## src/rtl/gost_pkg.sv

```systemverilog
// ----------------------------------------------------------------------------
// GOST cipher package
// Shared types and constants for the GOST 28147-89 mode engine.
// ----------------------------------------------------------------------------
package gost_pkg;

  localparam logic [1:0] REQ_DATA    = 2'd0;
  localparam logic [1:0] REQ_ROW     = 2'd1;
  localparam logic [1:0] REQ_SYNC    = 2'd2;
  localparam logic [1:0] REQ_PREPARE = 2'd3;

  localparam logic [2:0] MODE_ECB_ENC = 3'd0;
  localparam logic [2:0] MODE_ECB_DEC = 3'd1;
  localparam logic [2:0] MODE_CTR     = 3'd2;
  localparam logic [2:0] MODE_CFB_ENC = 3'd3;
  localparam logic [2:0] MODE_CFB_DEC = 3'd4;
  localparam logic [2:0] MODE_MAC     = 3'd5;

  localparam logic [2:0] CFG_KEY01   = 3'd0;
  localparam logic [2:0] CFG_KEY23   = 3'd1;
  localparam logic [2:0] CFG_KEY45   = 3'd2;
  localparam logic [2:0] CFG_KEY67   = 3'd3;
  localparam logic [2:0] CFG_MODE    = 3'd4;
  localparam logic [2:0] CFG_SWAP    = 3'd5;
  localparam logic [2:0] CFG_PAD     = 3'd6;

  localparam logic [31:0] GAMMA_C0 = 32'h0101_0101;
  localparam logic [31:0] GAMMA_C1 = 32'h0101_0104;

  // Datapath load selections.
  typedef enum logic [2:0] {
    LD_NONE,
    LD_ECB,
    LD_CTR,
    LD_CHAIN,
    LD_MAC,
    LD_PREP
  } load_sel_t;

  // Commands from the controller to the datapath.
  typedef struct packed {
    load_sel_t  load;
    logic       round;
    logic       last;
    logic [2:0] key_idx;
    logic       finish;
    logic       finish_prep;
    logic       finish_nop;
  } ctrl_cmd_t;

  function automatic logic [31:0] bswap32(input logic [31:0] w);
    bswap32 = {w[7:0], w[15:8], w[23:16], w[31:24]};
  endfunction

  function automatic logic [63:0] hswap(input logic [63:0] b, input logic en);
    hswap = en ? {bswap32(b[63:32]), bswap32(b[31:0])} : b;
  endfunction

endpackage

```

## src/rtl/gost_if.sv

```systemverilog
// ----------------------------------------------------------------------------
// GOST stream interfaces
// Valid/ready channels for requests and results.
// ----------------------------------------------------------------------------
interface gost_in_if;
  logic        valid;
  logic        ready;
  logic [1:0]  req_type;
  logic [63:0] block_in;
  logic [3:0]  byte_count;
  logic [2:0]  row_index;
  modport source (output valid, req_type, block_in, byte_count, row_index, input ready);
  modport sink   (input valid, req_type, block_in, byte_count, row_index, output ready);
endinterface

interface gost_out_if;
  logic        valid;
  logic        ready;
  logic [63:0] block_out;
  logic [3:0]  out_bytes;
  modport source (output valid, block_out, out_bytes, input ready);
  modport sink   (input valid, block_out, out_bytes, output ready);
endinterface

```

## src/rtl/gost_ctrl.sv

```systemverilog
// ----------------------------------------------------------------------------
// GOST controller
// Sequences rounds and key order for one request at a time.
// ----------------------------------------------------------------------------
module gost_ctrl (
  input  logic                clk,
  input  logic                rst_n,
  input  logic                in_fire,
  input  logic [1:0]          req_type,
  input  logic [3:0]          byte_count,
  input  logic [2:0]          mode,
  input  logic                out_free,
  output logic                busy,
  output gost_pkg::ctrl_cmd_t cmd
);

  typedef enum logic [1:0] {ST_IDLE, ST_RUN, ST_DONE} state_t;

  state_t      state_r;
  logic [5:0]  rnd_r;
  logic [1:0]  kind_r;   // 0 encrypt, 1 decrypt, 2 mac
  logic        prep_r;
  logic        nop_r;
  logic [5:0]  nrounds;
  logic [2:0]  ki;
  logic        is_data, data_ok;

  assign is_data = (req_type == gost_pkg::REQ_DATA);
  assign data_ok = (byte_count != 4'd0) && (mode <= gost_pkg::MODE_MAC);
  assign busy    = (state_r != ST_IDLE);
  assign nrounds = (kind_r == 2'd2) ? 6'd16 : 6'd32;

  // Key schedule index for the current round.
  always_comb begin
    case (kind_r)
      2'd0:    ki = (rnd_r < 6'd24) ? rnd_r[2:0] : ~rnd_r[2:0];
      2'd1:    ki = (rnd_r < 6'd8) ? rnd_r[2:0] : ~rnd_r[2:0];
      default: ki = rnd_r[2:0];
    endcase
  end

  // Command decode.
  always_comb begin
    cmd = '0;
    cmd.load = gost_pkg::LD_NONE;
    cmd.key_idx = ki;
    cmd.last = (kind_r != 2'd2) && (rnd_r == 6'd31);
    if (state_r == ST_IDLE && in_fire) begin
      case (req_type)
        gost_pkg::REQ_DATA: begin
          if (data_ok) begin
            case (mode)
              gost_pkg::MODE_ECB_ENC, gost_pkg::MODE_ECB_DEC: cmd.load = gost_pkg::LD_ECB;
              gost_pkg::MODE_CTR: cmd.load = gost_pkg::LD_CTR;
              gost_pkg::MODE_MAC: cmd.load = gost_pkg::LD_MAC;
              default: cmd.load = gost_pkg::LD_CHAIN;
            endcase
          end
        end
        gost_pkg::REQ_PREPARE: cmd.load = gost_pkg::LD_PREP;
        default: cmd.load = gost_pkg::LD_NONE;
      endcase
    end
    if (state_r == ST_RUN) cmd.round = 1'b1;
    if (state_r == ST_DONE && out_free) begin
      cmd.finish      = !prep_r && !nop_r;
      cmd.finish_prep = prep_r;
      cmd.finish_nop  = nop_r;
    end
  end

  // State and sequencing registers.
  always_ff @(posedge clk) begin
    if (!rst_n) begin
      state_r <= ST_IDLE;
      rnd_r   <= '0;
      kind_r  <= '0;
      prep_r  <= 1'b0;
      nop_r   <= 1'b0;
    end else begin
      case (state_r)
        ST_IDLE: begin
          if (in_fire) begin
            rnd_r  <= '0;
            prep_r <= (req_type == gost_pkg::REQ_PREPARE);
            nop_r  <= !(is_data && data_ok) && (req_type != gost_pkg::REQ_PREPARE);
            kind_r <= (mode == gost_pkg::MODE_MAC) ? 2'd2 :
                      (mode == gost_pkg::MODE_ECB_DEC) ? 2'd1 : 2'd0;
            if ((is_data && data_ok) ||
                (req_type == gost_pkg::REQ_PREPARE && mode == gost_pkg::MODE_CTR))
              state_r <= ST_RUN;
            else
              state_r <= ST_DONE;
          end
        end
        ST_RUN: begin
          rnd_r <= rnd_r + 6'd1;
          if (rnd_r == nrounds - 6'd1) state_r <= ST_DONE;
        end
        ST_DONE: begin
          if (out_free) state_r <= ST_IDLE;
        end
        default: state_r <= ST_IDLE;
      endcase
    end
  end

endmodule

```

## src/rtl/gost_dp.sv

```systemverilog
// ----------------------------------------------------------------------------
// GOST datapath
// Round registers, substitution table, chain value and result register.
// ----------------------------------------------------------------------------
module gost_dp (
  input  logic                clk,
  input  logic                rst_n,
  input  gost_pkg::ctrl_cmd_t cmd,
  input  logic                in_fire,
  input  logic [1:0]          req_type,
  input  logic [63:0]         block_in,
  input  logic [3:0]          byte_count,
  input  logic [2:0]          row_index,
  input  logic [255:0]        key,
  input  logic [2:0]          mode,
  input  logic                swap_en,
  input  logic [7:0]          pad_byte,
  input  logic                out_ready,
  output logic                out_valid,
  output logic [63:0]         block_out,
  output logic [3:0]          out_bytes
);

  logic [63:0] sbox_r [8];
  logic [63:0] chain_r, chain_nxt;
  logic [31:0] n1_r, n2_r;
  logic [63:0] data_r, mask_r;
  logic [3:0]  cnt_r;
  logic [63:0] res_r;
  logic [3:0]  nb_r;
  logic        ov_r;
  logic [3:0]  cnt_c;
  logic [63:0] mask_c, data_c, fill;
  logic [31:0] s, f, rk, fr;
  logic [32:0] n2sum;
  logic [31:0] ctr_n1, ctr_n2;
  logic [63:0] wv, g;

  assign cnt_c  = (byte_count > 4'd8) ? 4'd8 : byte_count;
  always_comb begin
    mask_c = '0;
    for (int i = 0; i < 8; i++)
      if (4'(i) < cnt_c) mask_c[8*i +: 8] = 8'hFF;
  end
  assign data_c = block_in & mask_c;
  assign fill   = {8{pad_byte}};

  // Counter increments.
  assign ctr_n1 = chain_r[31:0] + gost_pkg::GAMMA_C0;
  assign n2sum  = {1'b0, chain_r[63:32]} + {1'b0, gost_pkg::GAMMA_C1};
  assign ctr_n2 = n2sum[31:0] + {31'd0, n2sum[32]};

  // One Feistel round.
  assign rk = key[32*cmd.key_idx +: 32];
  assign s  = n1_r + rk;
  always_comb begin
    f = '0;
    for (int r = 0; r < 8; r++)
      f[4*r +: 4] = sbox_r[r][4*s[4*r +: 4] +: 4];
  end
  assign fr = {f[20:0], f[31:21]} ^ n2_r;

  assign wv = {n2_r, n1_r};
  assign g  = gost_pkg::hswap(wv, swap_en);

  // Chain value update at finish.
  always_comb begin
    chain_nxt = chain_r;
    case (mode)
      gost_pkg::MODE_CFB_ENC:
        chain_nxt = gost_pkg::hswap((((data_r ^ g) & mask_r)) | (g & ~mask_r), swap_en);
      gost_pkg::MODE_CFB_DEC:
        chain_nxt = gost_pkg::hswap((data_r & mask_r) | (g & ~mask_r), swap_en);
      gost_pkg::MODE_MAC: chain_nxt = wv;
      default: chain_nxt = chain_r;
    endcase
  end

  // Table rows, round registers and chain value.
  always_ff @(posedge clk) begin
    if (in_fire && req_type == gost_pkg::REQ_ROW) sbox_r[row_index] <= block_in;
  end

  always_ff @(posedge clk) begin
    if (!rst_n) begin
      chain_r <= '0;
      n1_r    <= '0;
      n2_r    <= '0;
      ov_r    <= 1'b0;
    end else begin
      if (in_fire) begin
        data_r <= data_c;
        mask_r <= mask_c;
        cnt_r  <= cnt_c;
      end
      if (in_fire && req_type == gost_pkg::REQ_SYNC) chain_r <= block_in;
      case (cmd.load)
        gost_pkg::LD_ECB: begin
          {n2_r, n1_r} <= gost_pkg::hswap(data_c | (fill & ~mask_c), swap_en);
        end
        gost_pkg::LD_CTR: begin
          chain_r <= {ctr_n2, ctr_n1};
          {n2_r, n1_r} <= {ctr_n2, ctr_n1};
        end
        gost_pkg::LD_CHAIN: {n2_r, n1_r} <= chain_r;
        gost_pkg::LD_MAC:   {n2_r, n1_r} <= chain_r ^ data_c;
        gost_pkg::LD_PREP: begin
          {n2_r, n1_r} <= {chain_r[31:0], chain_r[63:32]};
          chain_r <= {chain_r[31:0], chain_r[63:32]};
        end
        default: ;
      endcase
      if (cmd.round) begin
        if (cmd.last) n2_r <= fr;
        else begin
          n2_r <= n1_r;
          n1_r <= fr;
        end
      end
      if (cmd.finish_prep) begin
        if (mode == gost_pkg::MODE_CTR) chain_r <= wv;
        res_r <= '0;
        nb_r  <= '0;
        ov_r  <= 1'b1;
      end else if (cmd.finish_nop) begin
        res_r <= '0;
        nb_r  <= '0;
        ov_r  <= 1'b1;
      end else if (cmd.finish) begin
        chain_r <= chain_nxt;
        ov_r    <= 1'b1;
        case (mode)
          gost_pkg::MODE_MAC: begin
            res_r <= g;
            nb_r  <= 4'd8;
          end
          gost_pkg::MODE_ECB_ENC, gost_pkg::MODE_ECB_DEC: begin
            res_r <= g & mask_r;
            nb_r  <= cnt_r;
          end
          default: begin
            res_r <= (data_r ^ g) & mask_r;
            nb_r  <= cnt_r;
          end
        endcase
      end else if (out_ready) begin
        ov_r <= 1'b0;
      end
    end
  end

  assign out_valid = ov_r;
  assign block_out = res_r;
  assign out_bytes = nb_r;

endmodule

```

## src/rtl/gost_block_cipher_modes.sv

```systemverilog
// ----------------------------------------------------------------------------
// GOST 28147-89 mode engine
// ECB, counter, CFB and MAC over a loadable substitution table.
// ----------------------------------------------------------------------------
// Channel | Direction | Payload
// in_     | sink      | req_type, block_in, byte_count, row_index
// out_    | source    | block_out, out_bytes
// cfg_    | write     | cfg_index, cfg_data (64 bits)
//
// A data block is loaded, run through 32 Feistel rounds (16 in MAC mode) and
// written to the result register; a single Feistel round unit does every round.
// Control requests skip the rounds; counter-mode prepare encrypts the synchro.
// The next request is accepted once the previous result register is free
// to be written; out_ready stalls hold the block. Reset is synchronous.
module gost_block_cipher_modes (
  input  logic        clk,
  input  logic        rst_n,
  gost_in_if.sink     in_ch,
  gost_out_if.source  out_ch,
  input  logic        cfg_we,
  input  logic [2:0]  cfg_index,
  input  logic [63:0] cfg_data
);

  logic [255:0] key_r;
  logic [2:0]   mode_r;
  logic         swap_r;
  logic [7:0]   pad_r;
  logic         busy, in_fire, out_free, out_valid;
  gost_pkg::ctrl_cmd_t cmd;

  // Configuration registers.
  always_ff @(posedge clk) begin
    if (!rst_n) begin
      key_r  <= '0;
      mode_r <= gost_pkg::MODE_ECB_ENC;
      swap_r <= 1'b0;
      pad_r  <= '0;
    end else if (cfg_we) begin
      case (cfg_index)
        gost_pkg::CFG_KEY01: key_r[63:0]    <= cfg_data;
        gost_pkg::CFG_KEY23: key_r[127:64]  <= cfg_data;
        gost_pkg::CFG_KEY45: key_r[191:128] <= cfg_data;
        gost_pkg::CFG_KEY67: key_r[255:192] <= cfg_data;
        gost_pkg::CFG_MODE:  mode_r <= cfg_data[2:0];
        gost_pkg::CFG_SWAP:  swap_r <= cfg_data[0];
        gost_pkg::CFG_PAD:   pad_r  <= cfg_data[7:0];
        default: ;
      endcase
    end
  end

  assign in_ch.ready  = !busy;
  assign in_fire      = in_ch.valid && !busy;
  assign out_free     = !out_valid || out_ch.ready;
  assign out_ch.valid = out_valid;

  gost_ctrl u_ctrl (
    .clk(clk), .rst_n(rst_n), .in_fire(in_fire), .req_type(in_ch.req_type),
    .byte_count(in_ch.byte_count), .mode(mode_r), .out_free(out_free),
    .busy(busy), .cmd(cmd)
  );

  gost_dp u_dp (
    .clk(clk), .rst_n(rst_n), .cmd(cmd), .in_fire(in_fire),
    .req_type(in_ch.req_type), .block_in(in_ch.block_in),
    .byte_count(in_ch.byte_count), .row_index(in_ch.row_index),
    .key(key_r), .mode(mode_r), .swap_en(swap_r), .pad_byte(pad_r),
    .out_ready(out_ch.ready), .out_valid(out_valid),
    .block_out(out_ch.block_out), .out_bytes(out_ch.out_bytes)
  );

endmodule

```

## src/flat_wrapper.sv

```systemverilog
// flat-port wrapper written by rule: the top's interface ports become plain ports
module gost_block_cipher_modes_flat 
  (clk, rst_n, cfg_we, cfg_index, cfg_data, in_ch_valid, in_ch_req_type, in_ch_block_in, in_ch_byte_count, in_ch_row_index, in_ch_ready, out_ch_valid, out_ch_block_out, out_ch_out_bytes, out_ch_ready);
  gost_in_if in_ch_i ();
  gost_out_if out_ch_i ();
  input  logic clk;
  input  logic rst_n;
  input  logic cfg_we;
  input  logic [2:0] cfg_index;
  input  logic [63:0] cfg_data;
  input wire logic [$bits(in_ch_i.valid)-1:0] in_ch_valid;
  input wire logic [$bits(in_ch_i.req_type)-1:0] in_ch_req_type;
  input wire logic [$bits(in_ch_i.block_in)-1:0] in_ch_block_in;
  input wire logic [$bits(in_ch_i.byte_count)-1:0] in_ch_byte_count;
  input wire logic [$bits(in_ch_i.row_index)-1:0] in_ch_row_index;
  output wire logic [$bits(in_ch_i.ready)-1:0] in_ch_ready;
  output wire logic [$bits(out_ch_i.valid)-1:0] out_ch_valid;
  output wire logic [$bits(out_ch_i.block_out)-1:0] out_ch_block_out;
  output wire logic [$bits(out_ch_i.out_bytes)-1:0] out_ch_out_bytes;
  input wire logic [$bits(out_ch_i.ready)-1:0] out_ch_ready;
  assign in_ch_i.valid = in_ch_valid;
  assign in_ch_i.req_type = in_ch_req_type;
  assign in_ch_i.block_in = in_ch_block_in;
  assign in_ch_i.byte_count = in_ch_byte_count;
  assign in_ch_i.row_index = in_ch_row_index;
  assign in_ch_ready = in_ch_i.ready;
  assign out_ch_valid = out_ch_i.valid;
  assign out_ch_block_out = out_ch_i.block_out;
  assign out_ch_out_bytes = out_ch_i.out_bytes;
  assign out_ch_i.ready = out_ch_ready;
  gost_block_cipher_modes u_core (.clk(clk), .rst_n(rst_n), .in_ch(in_ch_i), .out_ch(out_ch_i), .cfg_we(cfg_we), .cfg_index(cfg_index), .cfg_data(cfg_data));
endmodule
```

## config.mk

```make
export PLATFORM = sky130hd
export DESIGN_NAME = gost_block_cipher_modes_flat
export DESIGN_NICKNAME = d
export VERILOG_FILES = /design/src/rtl/gost_pkg.sv /design/src/rtl/gost_if.sv /design/src/rtl/gost_ctrl.sv /design/src/rtl/gost_dp.sv /design/src/rtl/gost_block_cipher_modes.sv /design/src/flat_wrapper.sv
export SDC_FILE = /design/constraint.sdc
export NUM_CORES = 2
export LEC_CHECK = 0
export ABC_AREA = 1
export BUFFER_PORTS_ARGS = -buffer_cell sky130_fd_sc_hd__buf_2
export CAP_MARGIN = 10
export CELL_PAD_IN_SITES_DETAIL_PLACEMENT = 1
export CELL_PAD_IN_SITES_GLOBAL_PLACEMENT = 2
export CORE_ASPECT_RATIO = 1.1
export CORE_MARGIN = 5
export CORE_UTILIZATION = 28
export DETAILED_ROUTE_END_ITERATION = 7
export PLACE_DENSITY_LB_ADDON = 0.1
export SETUP_SLACK_MARGIN = 0.3
export SYNTH_ARGS = -nofsm -noshare
export SYNTH_HDL_FRONTEND = slang
export SYNTH_SLANG_ARGS = --single-unit
```

## constraint.sdc

```tcl
create_clock -name clk -period 17.4 [get_ports clk]
set_input_delay 3.48 -clock clk [delete_from_list [all_inputs] [get_ports clk]]
set_output_delay 3.48 -clock clk [all_outputs]
set_load 0.03 [all_outputs]
```

* Word level (Yosys, flattened, before mapping)
Memory sizes are Yosys's and may differ from the RTL's.
Cells that the tools add are included.
W data, S select, Z words.
** Storage, ports and cells
- Register bits after elaboration :: 609
- Bits in latches :: 0
- RAM bits :: 512
- ROM bits :: 0
- Input port bits :: 145
- Word-level logic and storage cells :: 193
- Memories :: 1
** Memory list
- u_core.u_dp.sbox_r :: words 8, bits a word 64, rd ports 8, clocked after memory_dff 0, wr ports 1, RTL line gost_dp.sv:24 : logic [63:0] sbox_r [8];
** Cells by class
- Add/subtract/negate cells :: 6
- Multiply operators :: 0
- Divide/modulo/power cells :: 0
- Magnitude comparators :: 12
- Equal/unequal tests :: 31
- Shift-type cells :: 9
- Muxes and demuxes :: 55
- Bitwise operators :: 15
- Reduce and logical (&&, ||, !) cells :: 43
** Operators with widths (count)
- $mux W64 :: 10
- $shiftx A64 B7 Y4 :: 8
- $and A64 B64 Y64 :: 6
- $pmux W32 S5 :: 2
- $pmux W64 S2 :: 2
- $shiftx A256 B9 Y32 :: 1
- $or A64 B64 Y64 :: 3
- $pmux W64 S3 :: 1
- $mux W32 :: 4
- $not A64 Y64 :: 2
- $xor A64 B64 Y64 :: 2
- $mux W8 :: 8
- $add A32 B25 Y33 const B :: 1
- $add A32 B1 Y32 :: 1
- $add A32 B25 Y32 const B :: 1
- $add A32 B32 Y32 :: 1
- $xor A32 B32 Y32 :: 1
- $reduce_and A2 Y1 :: 11
- $eq A3 B3 Y1 const B :: 7
- $eq A3 B2 Y1 const B :: 6
- $lt A3 B4 Y1 const A :: 4
- $mux W3 :: 5
- $mux W4 :: 3
- $mux W6 :: 2
- other kinds (34) :: 79

* Longest topological paths before layout
- Depth in word-level cells :: 11
- Depth in mapped cells :: 39
- Mapped depth without buffers :: 35

* Hierarchy
Synthesis repeated with hierarchy kept, for this count alone.
** Unflattened totals
- Cells, all modules :: 8796
- Area, all modules :: 63258.2 µm²
** By module, submodules not included
- gost_dp :: times used 1, cells an instance 7140, area each 51851.0 µm², seq. area each 22251.3 µm²
- gost_block_cipher_modes :: times used 1, cells an instance 1541, area each 10642.7 µm², seq. area each 5365.1 µm²
- gost_ctrl :: times used 1, cells an instance 115, area each 764.5 µm², seq. area each 240.2 µm²

* Least setup slack after synthesis
No wires, ideal clock.
- Path type :: input port to flip-flop
- Start point :: input in_ch_req_type[1]
- End point :: memory u_core.u_dp.sbox_r[6][0], enable pin
- Arrival :: 8.273 ns
- Required time :: 16.835 ns
- Setup slack :: 8.562 ns
- Stages on the path :: 6
- Path through :: inv_1 -> ha_1 -> inv_1 -> nor2_1 -> nand2_1 -> nor3_1
** Between the ends
- Word-level cells in the longest chain between the ends :: 4
** Ends and longest elaborated chain
- start: declaration :: RTL line flat_wrapper.sv:12 : input wire logic [$bits(in_ch_i.req_type)-1:0] in_ch_req_type;
- $eq A2 B1 Y1 :: RTL line gost_dp.sv:81 : if (in_fire && req_type == gost_pkg::REQ_ROW) sbox_r[row_index] <= block_in;
- $logic_and A1 B1 Y1 :: RTL line gost_dp.sv:81
- $mux W1 :: RTL line gost_dp.sv:81
- $mux W1 (not written as such) :: RTL line gost_dp.sv:81
- end: declaration :: RTL line gost_dp.sv:24
No other way between the ends.

* Worst setup path after layout
- Start point :: input in_ch_byte_count[3]
- End point :: register u_core.u_dp.chain_r[39]
** Between the ends
- Word-level cells in the longest chain between the ends :: 10
- Elaborated cells on any way between the ends :: 12
** Ends and longest elaborated chain
- start: declaration :: RTL line flat_wrapper.sv:14 : input wire logic [$bits(in_ch_i.byte_count)-1:0] in_ch_byte_count;
- $reduce_bool A4 Y1 (*) :: RTL line gost_ctrl.sv:29 : assign data_ok = (byte_count != 4'd0) && (mode <= gost_pkg::MODE_MAC);
- $logic_and A1 B1 Y1 (*) :: RTL line gost_ctrl.sv:29
- $mux W3 (*) :: RTL line gost_ctrl.sv:51 : if (data_ok) begin
- $pmux W3 S2 (*) :: RTL line gost_ctrl.sv:49 : case (req_type)
- $mux W3 (*) :: RTL line gost_ctrl.sv:48 : if (state_r == ST_IDLE && in_fire) begin
- $eq A3 B3 Y1 / $eq A3 B2 Y1 (equally long branches) :: RTL line gost_dp.sv:97 : case (cmd.load)
- $pmux W64 S2 (*) :: RTL line gost_dp.sv:97
- $mux W64 :: RTL line gost_dp.sv:129 : end else if (cmd.finish) begin
- $mux W64 :: RTL line gost_dp.sv:125 : end else if (cmd.finish_nop) begin
- $mux W64 (*) :: RTL line gost_dp.sv:120 : if (cmd.finish_prep) begin
- end signal: assignment :: RTL line gost_dp.sv:96 : if (in_fire && req_type == gost_pkg::REQ_SYNC) chain_r <= block_in;
- end signal: assignment :: RTL line gost_dp.sv:121 : if (mode == gost_pkg::MODE_CTR) chain_r <= wv;
- end signal: assignment :: RTL line gost_dp.sv:130 : chain_r <= chain_nxt;
- end: declaration :: RTL line gost_dp.sv:25 : logic [63:0] chain_r, chain_nxt;
Every way passes the cells marked *; elsewhere a longest branch is shown, timed or not.
A chain may end at the register's enable or synchronous reset.

==> run metrics <==
crit path DAT ~8400 ps; Post-Synth Simple-Gate Area 0.252; largest family of logic cells by synthesized area simple AND/OR/NAND/NOR gates; Mapped Area 62100 sq um; Post-layout nets 8723; fraction of the mapped netlist area in compound gates 0.183; synth cell count leaders nand2_1 (1936), inv_1 (977), o21ai_0 (946), nor2_1 (905), edfxtp_1 (655); Worst EP required 18170 ps; Setup Skew 63.8 ps; Combinational Power Share 0.243; Clock Tree Root clkbuf_16; initial antenna violation count 79; area of the multi-input gates 28800 sq um; WL/cell just over 30 um; Yosys top cell area share 0.317; CP peak stage delay 790 ps; TritonCTS clock tree done; XOR/XNOR Fraction of Synth Area 0.0108; Post-Syn Instances 8476; Synth Flop Type edfxtp_1; PD cells roughly 110 nW/um^2; Sw Ratio 0.372; Synth Area in Adders 0.00878; Die H just over 500 um; post-synth top area cell edfxtp_1; Max Slew Vio Count 0; WL final 353 mm; register area about 28000 sq um; post_cts resized 0; register bit total from synthesis 1064; io pins 215; Seq/Total Area, Yosys 0.448; clock network fraction of design power 0.371; H-tree lvl count 4; Max Freq 130 MHz; DRC viols 0; max-slew headroom at the worst pin 0.0256; Reg power frac 0.385; FP Rows roughly 180; crit path time final 7660 ps; CTS Buffer Depth 3; EDFF count, synth 655; fin crit share 0.440; initial core utilization 0.281; leading post-synthesis cells by cell area edfxtp_1 (32%), dfxtp_1 (13%), nand2_1 (12%), o21ai_0 (7.6%), inv_1 (5.9%); # hold bufs at CTS 0; internal power between 4 and 5 mW; port bufs 214; top-count cell post-synth nand2_1; Fin Setup TNS 0 ps; vias per cell 5.44; Vias 63160; status complete, no violations; die width 459 um; cell leakage power slightly below 30 nW; Post-Syn Nets a little under 9000; CP startpoint kind input pin; Peak supply drop around 0.10 mV; layout cells sized above 1 0.0927; vias in the first global route around 61000; clock latency at the later pin of the worst-skew pair 860 ps; crit path capture type flip-flop; first-pass GRT wire length 489 mm; Core Footprint 221000 sq um; post-synth cell types 68; crit-path cells buf_2 -> nor2_8 -> inv_4 -> nor2_4 -> nor2_4 -> o21ai_2 -> nor2_2 -> nand3_2 -> nand2_4 -> nand3_2 -> buf_4 -> inv_2 -> buf_4 -> nor2_4 -> buf_4 -> o211ai_1 -> nand2_1 -> o21ai_0 -> nand3_1 -> nand3_1 -> inv_1; Area Overhead vs Synth 14.6%; Final Hold Vio Count 0; RePlAce Congestion ~0.9; 1st-iter DRT viols 6056; Ys Warns 0; Reg clk slew, reported paths 60 ps; syn avg cell area 7.33 sq um; Psw between 2 and 3 mW; Synth async-reset ratio 0; Overflow after GRT 0; Fillers 27011; MaxCap Viol Count 0; post-CTS setup buffers 0; DIE AREA 231000 sq um; CTS sink cnt 1064; CP max FO 42; hpwl dp 250 mm; first drt pass iteration count 5; # setup viols final 0; largest net degree at the start of global routing between 100 and 150; mux share of post-synthesis cell area 0.00371; Slew @ Worst Pin ~1500 ps; RSZ-0062 raised after global routing no; GRT Util Overall 0.295; Crit-path slowest cell buf_4; post-layout util 0.322; crit path kind input pin to flip-flop; worst min path class flip-flop to flip-flop; Post-DRT Antenna Nets 0; total CTS buffers approximately 140
[cells by family (layout without fill, tap and decap cells)]
group,after synthesis,after routing
mux,22,22
fa+ha+maj,43,43
buf+inv,1498,1669
other cells,0,44
compound gates,2023,2023
xor+xnor,73,73
simple gates,3753,3753
flops,1064,1064
[area by class of cell]
type,instances,area share
Multi-Input combinational cell,5914,0.404
Sequential cell,1064,0.391
Inverter,1015,0.0537
Clock buffer,194,0.0533
Tap cell,2928,0.0515
Timing Repair Buffer,403,0.0356
Clock inverter,57,0.00870
Antenna cell,44,0.00155
[cells in the final DEF (no fill, tap or decap), types with 47 or more instances in the layout]
cell type,count
o211ai_1,206
o21ai_0,945
nand4_1,63
xor2_1,52
a21oi_1,518
o32ai_1,47
buf_4,186
edfxtp_1,655
or2_2,59
nand2_1,1928
a31oi_1,74
inv_1,970
o22ai_1,64
o21ai_1,58
nor2_1,888
clkbuf_16,139
buf_2,213
dfxtp_1,408
nand3_1,642
[worst paths after layout]
check | end | slack, ps | startpoint | cells past startpoint
min | u_core.key_r[220]$_SDFFE_PN0P_ | 450 | u_core.key_r[220]$_SDFFE_PN0P_ | 2
max | u_core.u_dp.chain_r[39]$_SDFFE_PN0P_ | 9740 | in_ch_byte_count[3] | 21
max reg2reg | u_core.u_dp.n1_r[4]$_SDFF_PN0_ | 9740 | u_core.u_ctrl.rnd_r[4]$_SDFFE_PN0P_ | 33
min reg2reg | u_core.key_r[220]$_SDFFE_PN0P_ | 450 | u_core.key_r[220]$_SDFFE_PN0P_ | 2
[per-stage QoR]
step | hold slack [ps] | power (mW) | std cells | area [sq um] | worst slack [ps]
after floorplan | 424 | 3.96 | 8476 | 62100 | 8560
after global placement | 438 | 4.86 | 11324 | 66700 | 9180
after detailed placement | 441 | 4.88 | 11324 | 66700 | 9050
after CTS | 450 | 7.75 | 11575 | 71100 | 9700
after global routing | 465 | 8.01 | 11580 | 71100 | 9170
final | 447 | 7.71 | 11619 | 71200 | 9740
[power by group through the flow]
stage / Combinational (mW) / Clock (mW) / Sequential (mW)
final: 1.88 / 2.86 / 2.97
after global routing: 2.01 / 3.02 / 2.97
after CTS: 1.86 / 2.92 / 2.97
after detailed placement: 1.86 / 0 / 3.02
after global placement: 1.84 / 0 / 3.02
after floorplan: 1.04 / 0 / 2.92
[registers in the layout (all words and copies together) (netlist names), 3 cells and up]
| register | cells |
|---|---|
| u_core.key_r | 256 |
| u_core.mode_r | 3 |
| u_core.pad_r | 8 |
| u_core.u_ctrl.rnd_r | 6 |
| u_core.u_dp.block_out | 64 |
| u_core.u_dp.chain_r | 64 |
| u_core.u_dp.cnt_r | 3 |
| u_core.u_dp.data_r | 64 |
| u_core.u_dp.mask_r | 8 |
| u_core.u_dp.n1_r | 32 |
| u_core.u_dp.n2_r | 32 |
| u_core.u_dp.out_bytes | 4 |
| u_core.u_dp.sbox_r | 512 |
[worst max-delay path: cells and delay by family]
kind	cells	cell delay (ps)
AND/OR/NAND/NOR	11	2460
buffers and inverters	7	1980
AO/OA/AOI/OAI	3	410
[routing by layer]
metal	part of all wire	vias to the layer above	global-route usage	wire length (um)
met5	0.00046	-	0	161
met4	0.046	24	0.115	16300
met3	0.069	539	0.0488	24300
met2	0.45	2233	0.475	160000
met1	0.43	31784	0.397	153000
li1	-	28580	-	-
No activity file was read; power rests on OpenSTA's default activity.
